===== config.mk =====
export PLATFORM = sky130hd
export DESIGN_NAME = bfa_ram
export DESIGN_NICKNAME = d
export VERILOG_FILES = /design/src/sv/bfa_ram.sv
export SDC_FILE = /design/constraint.sdc
export NUM_CORES = 1
export LEC_CHECK = 0
export ABC_AREA = 1
export BUFFER_PORTS_ARGS = -buffer_cell sky130_fd_sc_hd__buf_2
export CORE_ASPECT_RATIO = 0.5
export CORE_MARGIN = 5
export CORE_UTILIZATION = 55
export DETAILED_ROUTE_END_ITERATION = 16
export PLACE_DENSITY_LB_ADDON = 0.12
export SLEW_MARGIN = 20
export SYNTH_ARGS = -nofsm -noshare
export SYNTH_HDL_FRONTEND = slang
export SYNTH_SLANG_ARGS = --single-unit

===== constraint.sdc =====
create_clock -name clock -period 1.1 [get_ports clock]
set_input_delay 0.11 -clock clock [delete_from_list [all_inputs] [get_ports clock]]
set_output_delay 0.11 -clock clock [all_outputs]
set_load 0.02 [all_outputs]

===== src/sv/bfa_ram.sv =====
// Generic simple dual-port RAM with one write port and a registered read port.
module bfa_ram #(
   parameter int WIDTH = 8,
   parameter int DEPTH = 16
) (
   input  logic                                       clock,
   input  logic                                       wr_en,
   input  logic [((DEPTH > 1) ? $clog2(DEPTH) : 1)-1:0] wr_addr,
   input  logic [WIDTH-1:0]                           wr_data,
   input  logic [((DEPTH > 1) ? $clog2(DEPTH) : 1)-1:0] rd_addr,
   output logic [WIDTH-1:0]                           rd_data
);

   logic [WIDTH-1:0] mem_ff [DEPTH];
   logic [WIDTH-1:0] rd_data_ff;

   always_ff @(posedge clock) begin
      if (wr_en) begin
         mem_ff[wr_addr] <= wr_data;
      end
      rd_data_ff <= mem_ff[rd_addr];
   end

   assign rd_data = rd_data_ff;

endmodule


==> results.ini, run 1 <==
[logic_synthesis]
yosys-top-cells-area=edfxtp_1, nand2_1, nand3_1, inv_1, dfxtp_1
synth_cell_types=12
syn_area_per_cell_sq_um=10.47
synthArstFlopShare=0
synthFlopType=edfxtp_1
yosys-top-cells-count=nand2_1, edfxtp_1, inv_1
ys_seq_area_frac=0.6943
yosysMostFrequentCell=nand2_1
synth-seq-cells=136
ys_warn_count=0
synth_nets=569
synth_edf_count=128
yosysTopAreaCellShare=0.6665
synth_area_sq_um=5767
netlist_instances=551
yosysTopAreaCell=edfxtp_1

[global_route]
grtUsageTotal=0.2262
grt_overflow=0
grt_max_degree=33
first_global_vias=3728
busiest_layer=met2
met2_usage=0.3370
grt_pass1_wl_um=20800
use_met3=0.04112
met1_usage=0.3354
antenna_found_initial=0

[min_path]
worstHoldStart=wr_data[2]
hold_class=in -> reg

[drt]
drc=0
ant_nets=0
drt-pass1-iter-count=5
drt_iter0_markers=470
detail_route.vias_per_cell=5.178
wl_per_cell_um=17.46
wl_um=13340
via_count=3956

[sta]
slew_violations=0
worst_pin_slew_ns=0.3560
hold_viol=0
setup_viol=0
timing.final.ws_setup_ns=0.03071
rsz0062_at_grt=no
finClkSkew_ns=0.009086
fmax_ghz=0.9352
period_needed_ns=1.069
fin_crit_sh=0.9721
max-slew-margin-rel=0.7624

[clock_tree]
cts_tree=done
htreeDepth=4
clkTransAtPathRegs_ns=0.06
clkSinkCount=136
post-cts-setup-buffers=0
cts-root-buf=clkbuf_16
cts_resized=0
cts_max_path_buffers=2
numCtsBuffers=17
cts_hold_buffers=0
insertion_delay_ns=0.42

[floorplanning]
initial_utilization=0.5646
core_area_sq_um=10210
num_rows=26
fp.dieH_um=82.41
die_w_um=154.8
dieArea_sq_um=12760
pin_count=26

[setup_path]
worst-path-stages=1
worst_path_max_delay_cell=dfxtp_1
cp_cell_sequence=buf_2
reg2reg_depth=6
critical_path_buf_inv_count=1
crit_family=flip-flops
path_max_fanout=1
critPathArrivalTime_ns=0.96
endpoint=rd_data[0]
r2r_setup_slack_ns=0.09
reg2reg_from=mem_ff[1][6]
cp-start-kind=register
endpoint_kind=output port
critical_path_class=reg -> out
crit_required_ns=0.99
r2r_end=rd_data[6]
worstSetupStartpoint=rd_data[0]
worst_path_largest_cell_delay_ns=0.35

[run_status]
status=complete, no violations

[place]
routabilityCongestion=0.8210
dp_slack_ns=-0.1362
port_buffers=25
dp_hpwl_um=8613

[power]
powerDensity_nw_per_um2=1785
peakVddDrop_mv=1.287
leakage_nw=3.015
total_power_w=0.01225

[final_layout]
fin_nets=629
drive_above_1_share=0.1571
syn2layout_area_growth_pct=18.96
n_antenna_cell=0

[flow_run]
cap_viol_max_count=0

## state kept, by name (all words and copies together), names as in the netlist
register	count
rd_data	8
mem_ff	128
## final cells by class
| type | instances | area, sq um |
|---|---|---|
| repair buffers | 65 | 488.0 |
| clock buffers | 18 | 429.2 |
| well taps | 140 | 175.2 |
| clock inverters | 14 | 157.7 |
| flip-flops and latches | 136 | 4004 |
| inverters | 102 | 382.9 |
| fillers | 808 | 3354 |
| multi-input cells | 289 | 1224 |
## report_power, final
group	internal [W]	leakage, nW	switching, W	total, W
logic	0.000267	1.52	0.000561	0.000828
clock network	0.00353	0.269	0.00206	0.00559
registers	0.00579	1.22	0.0000347	0.00583
## cells in the final DEF (no fill, tap or decap)
cell	count
clkinvlp_4	6
dfxtp_1	8
clkbuf_1	1
inv_2	2
clkinv_2	3
nand3b_1	2
buf_2	25
edfxtp_1	128
nor2_1	17
clkinv_1	2
nand3_2	2
clkbuf_16	17
nand3_1	95
nand2_1	173
inv_1	100
buf_4	35
buf_12	5
bufinv_16	3
## how the worst min path moves through the flow
stage | cells past startpoint | to | slack [ns]
final | 1 | mem_ff[2][2] | 0.11
after global placement | 4 | rd_data[4] | 0.53
after global routing | 1 | mem_ff[13][3] | 0.11
after detailed placement | 1 | rd_data[3] | 0.53
after floorplan | 0 | mem_ff[0][0] | 0.21
after CTS | 1 | mem_ff[13][5] | 0.1
## routing by layer
| metal | vias up | part of all wire |
|---|---|---|
| met5 | - | 0 |
| met4 | 0 | 0.011 |
| met3 | 14 | 0.073 |
| met2 | 165 | 0.44 |
| met1 | 1883 | 0.48 |
| li1 | 1894 | - |
## cells by family after synthesis
family                 Yosys count  synth area share
buffers and inverters          126           0.09525
and+or+nand+nor                289            0.2105
DFF                            136            0.6943
## stage by stage
stage	hold WS [ns]	instance area (sq um)	setup TNS [ns]	utilization	cells
3_5_place_dp	0.5288	6264	-0.8019	0.6132	732
6_report	0.1104	6860	0	0.6716	764
5_1_grt	0.1075	6860	0	0.6716	764
3_3_place_gp	0.5284	6264	-0.9326	0.6132	732
2_1_floorplan	0.2089	5767	0	-	551
4_1_cts	0.09666	6850	0	0.6706	764
No activity file was read; power rests on OpenSTA's default activity.
==> run 2, diff against run 1 <==
==> constraint.sdc (replaced) <==
create_clock -name clock -period 1 [get_ports clock]
set_input_delay 0.1 -clock clock [delete_from_list [all_inputs] [get_ports clock]]
set_output_delay 0.1 -clock clock [all_outputs]
set_load 0.02 [all_outputs]
==> run 2 against run 1 <==
Effect of this change: the flow now finishes with violations (negative setup slack); non-clock buffer count shrank 3; clock skew about the same; register-to-register slack worse by 0.09 ns; largest cell class unchanged; clock power increased by 8.6%; combinational power is 18% higher; count of clock-buffer cells in the layout unchanged; via count rose by 0.15%; first-iteration DRC count is 3.0% lower.
==> results.ini, run 2 (synthesis results as in run 1) <==
[flow_run]
cap_viol_max_count=0  ; unchanged

[sta]
rsz0062_at_grt=yes  ; was no
finClkSkew_ns=0.009476  ; was 0.009086 ns
fin_crit_sh=1.000
fmax_ghz=0.9999
hold_viol=0  ; unchanged
timing.final.ws_setup_ns=-0.0001460  ; was 0.03071 ns
period_needed_ns=1.000
max-slew-margin-rel=0.7330  ; was 0.7624
setup_viol=1  ; was 0
slew_violations=0  ; unchanged
worst_pin_slew_ns=0.4001  ; was 0.3560 ns

[power]
p_int_w=0.01040  ; was 0.009587 W
combPwrFrac=0.072  ; was 0.068
powerDensity_nw_per_um2=1918  ; was 1785 nW/um^2
pwr-share-seq=0.477  ; was 0.476
power_switching_w=0.003069  ; was 0.002660 W
p_clk_frac=0.451  ; was 0.456
leakage_nw=3.060  ; was 3.015 nW
peakVddDrop_mv=1.376  ; was 1.287 mV
swShare=0.2279  ; was 0.2172

[clock_tree]
clkSinkCount=136  ; unchanged
clkTransAtPathRegs_ns=0.06  ; about the same
htreeDepth=4  ; unchanged
cts-root-buf=clkbuf_16  ; unchanged
cts_tree=done  ; unchanged
numCtsBuffers=17  ; unchanged
cts_max_path_buffers=2  ; unchanged
insertion_delay_ns=0.41  ; was 0.42 ns

[floorplanning]
pin_count=26  ; unchanged
fp.dieH_um=82.41  ; unchanged
die_w_um=154.8  ; unchanged
dieArea_sq_um=12760  ; unchanged
num_rows=26  ; unchanged
core_area_sq_um=10210  ; unchanged
initial_utilization=0.5646  ; unchanged

[global_route]
antenna_found_initial=0  ; unchanged
grt_pass1_wl_um=20740  ; was 20800 um
use_met3=0.04945  ; was 0.04112
busiest_layer=met2  ; unchanged
met2_usage=0.3691  ; was 0.3370
first_global_vias=3690  ; was 3728
grt_overflow=0  ; unchanged
met1_usage=0.3123  ; was 0.3354
grtUsageTotal=0.2274  ; was 0.2262
grt_max_degree=33  ; unchanged

[min_path]
hold_class=in -> reg  ; unchanged

[setup_path]
crit_required_ns=1.31  ; was 0.99 ns
cp-start-kind=register  ; unchanged
endpoint_kind=register  ; was output port
path_max_fanout=1  ; unchanged
critPathArrivalTime_ns=1.31  ; was 0.96 ns
critical_path_class=reg -> reg  ; was reg -> out

[place]
routabilityCongestion=0.8027  ; was 0.8210
port_buffers=25  ; unchanged
dp_slack_ns=-0.1745  ; was -0.1362 ns
dp_hpwl_um=8405  ; was 8613 um

[final_layout]
drive_above_1_share=0.2013  ; was 0.1571
mostFrequentLayoutCell=nand2_1  ; unchanged
largest_reg_flops=128  ; unchanged
fillers=776  ; was 808
largest-register=mem_ff  ; unchanged
n_antenna_cell=0  ; unchanged
final_cell_mix=nand2_1, edfxtp_1, inv_1, nand3_1, buf_4  ; unchanged
syn2layout_area_growth_pct=21.72  ; was 18.96%
fin_nets=626  ; was 629
postLayoutCoreUtil=0.6872  ; was 0.6716

[drt]
via_count=3962  ; was 3956
drt_iter0_markers=456  ; was 470
ant_nets=0  ; unchanged
wl_per_cell_um=17.89  ; was 17.46 um
drc=0  ; unchanged
drt-pass1-iter-count=5  ; unchanged
detail_route.vias_per_cell=5.206  ; was 5.178
wl_um=13620  ; was 13340 um

[run_status]
failed_checks=negative setup slack
status=complete, but fails checks  ; was complete, no violations

==> run 2: power by group through the flow <==
stage	logic [W]	clock network (W)	registers, W
floorplan	0.000452	0	0.00657
global placement	0.000872	0	0.00653
detailed placement	0.000884	0	0.00653
CTS	0.000927	0.00613	0.00642
global route	0.00106	0.00643	0.00643
finish	0.000973	0.00607	0.00642
==> run 2: worst max-delay path, cell delays in order, from the launching register on <==
cell      delay, ns
edfxtp_1       0.37
inv_1          0.07
nand2_1        0.07
nand3_2        0.10
nand3_2        0.10
nand3_2        0.12
nand2_1        0.06
==> run 2: area by class of cell <==
| class | count | area [sq um] | area share |
|---|---|---|---|
| Clock buffer | 18 | 429.2 | 0.06114 |
| Multi-Input combinational cell | 289 | 1339 | 0.1907 |
| Inverter | 102 | 382.9 | 0.05455 |
| Clock inverter | 14 | 151.4 | 0.02157 |
| Timing Repair Buffer | 62 | 530.5 | 0.07558 |
| Tap cell | 140 | 175.2 | 0.02496 |
| Sequential cell | 136 | 4011 | 0.5715 |
==> run 2: metal layers <==
layer	up-vias	part of all wire
met3	26	0.066
met1	1898	0.45
li1	1895	-
met5	-	0
met4	0	0.018
met2	143	0.46
==> run 2: repair_timing <==
item | in CTS | in global routing
hold buffers | 0 | 0
pin swaps | 1 | 8
resized for setup | 19 | 23
setup buffers | 0 | 0
setup endpoints to repair | 8 | 10
==> run 2: per-stage QoR <==
step / instance area (sq um) / total power [W] / hold slack, ns / instances / setup TNS (ns)
floorplan: 5774 / 0.007020 / 0.1989 / 551 / -4.120
global placement: 6274 / 0.007400 / 0.5166 / 729 / -7.205
detailed placement: 6274 / 0.007414 / 0.5194 / 729 / -8.301
CTS: 6909 / 0.01348 / 0.08291 / 761 / -0.003015
global route: 7019 / 0.01392 / 0.09780 / 761 / -0.05833
finish: 7019 / 0.01347 / 0.09985 / 761 / -0.0001460
==> run 2: final timing paths <==
| kind | from | endpoint | slack (ns) | cells past startpoint |
|---|---|---|---|---|
| setup / recovery | mem_ff[5][6] | rd_data[6] | -0.0001 | 6 |
| hold / removal | wr_data[4] | mem_ff[3][4] | 0.1 | 1 |
| setup reg to reg | mem_ff[5][6] | rd_data[6] | -0.0001 | 6 |
| hold reg to reg | mem_ff[10][0] | rd_data[0] | 0.67 | 6 |
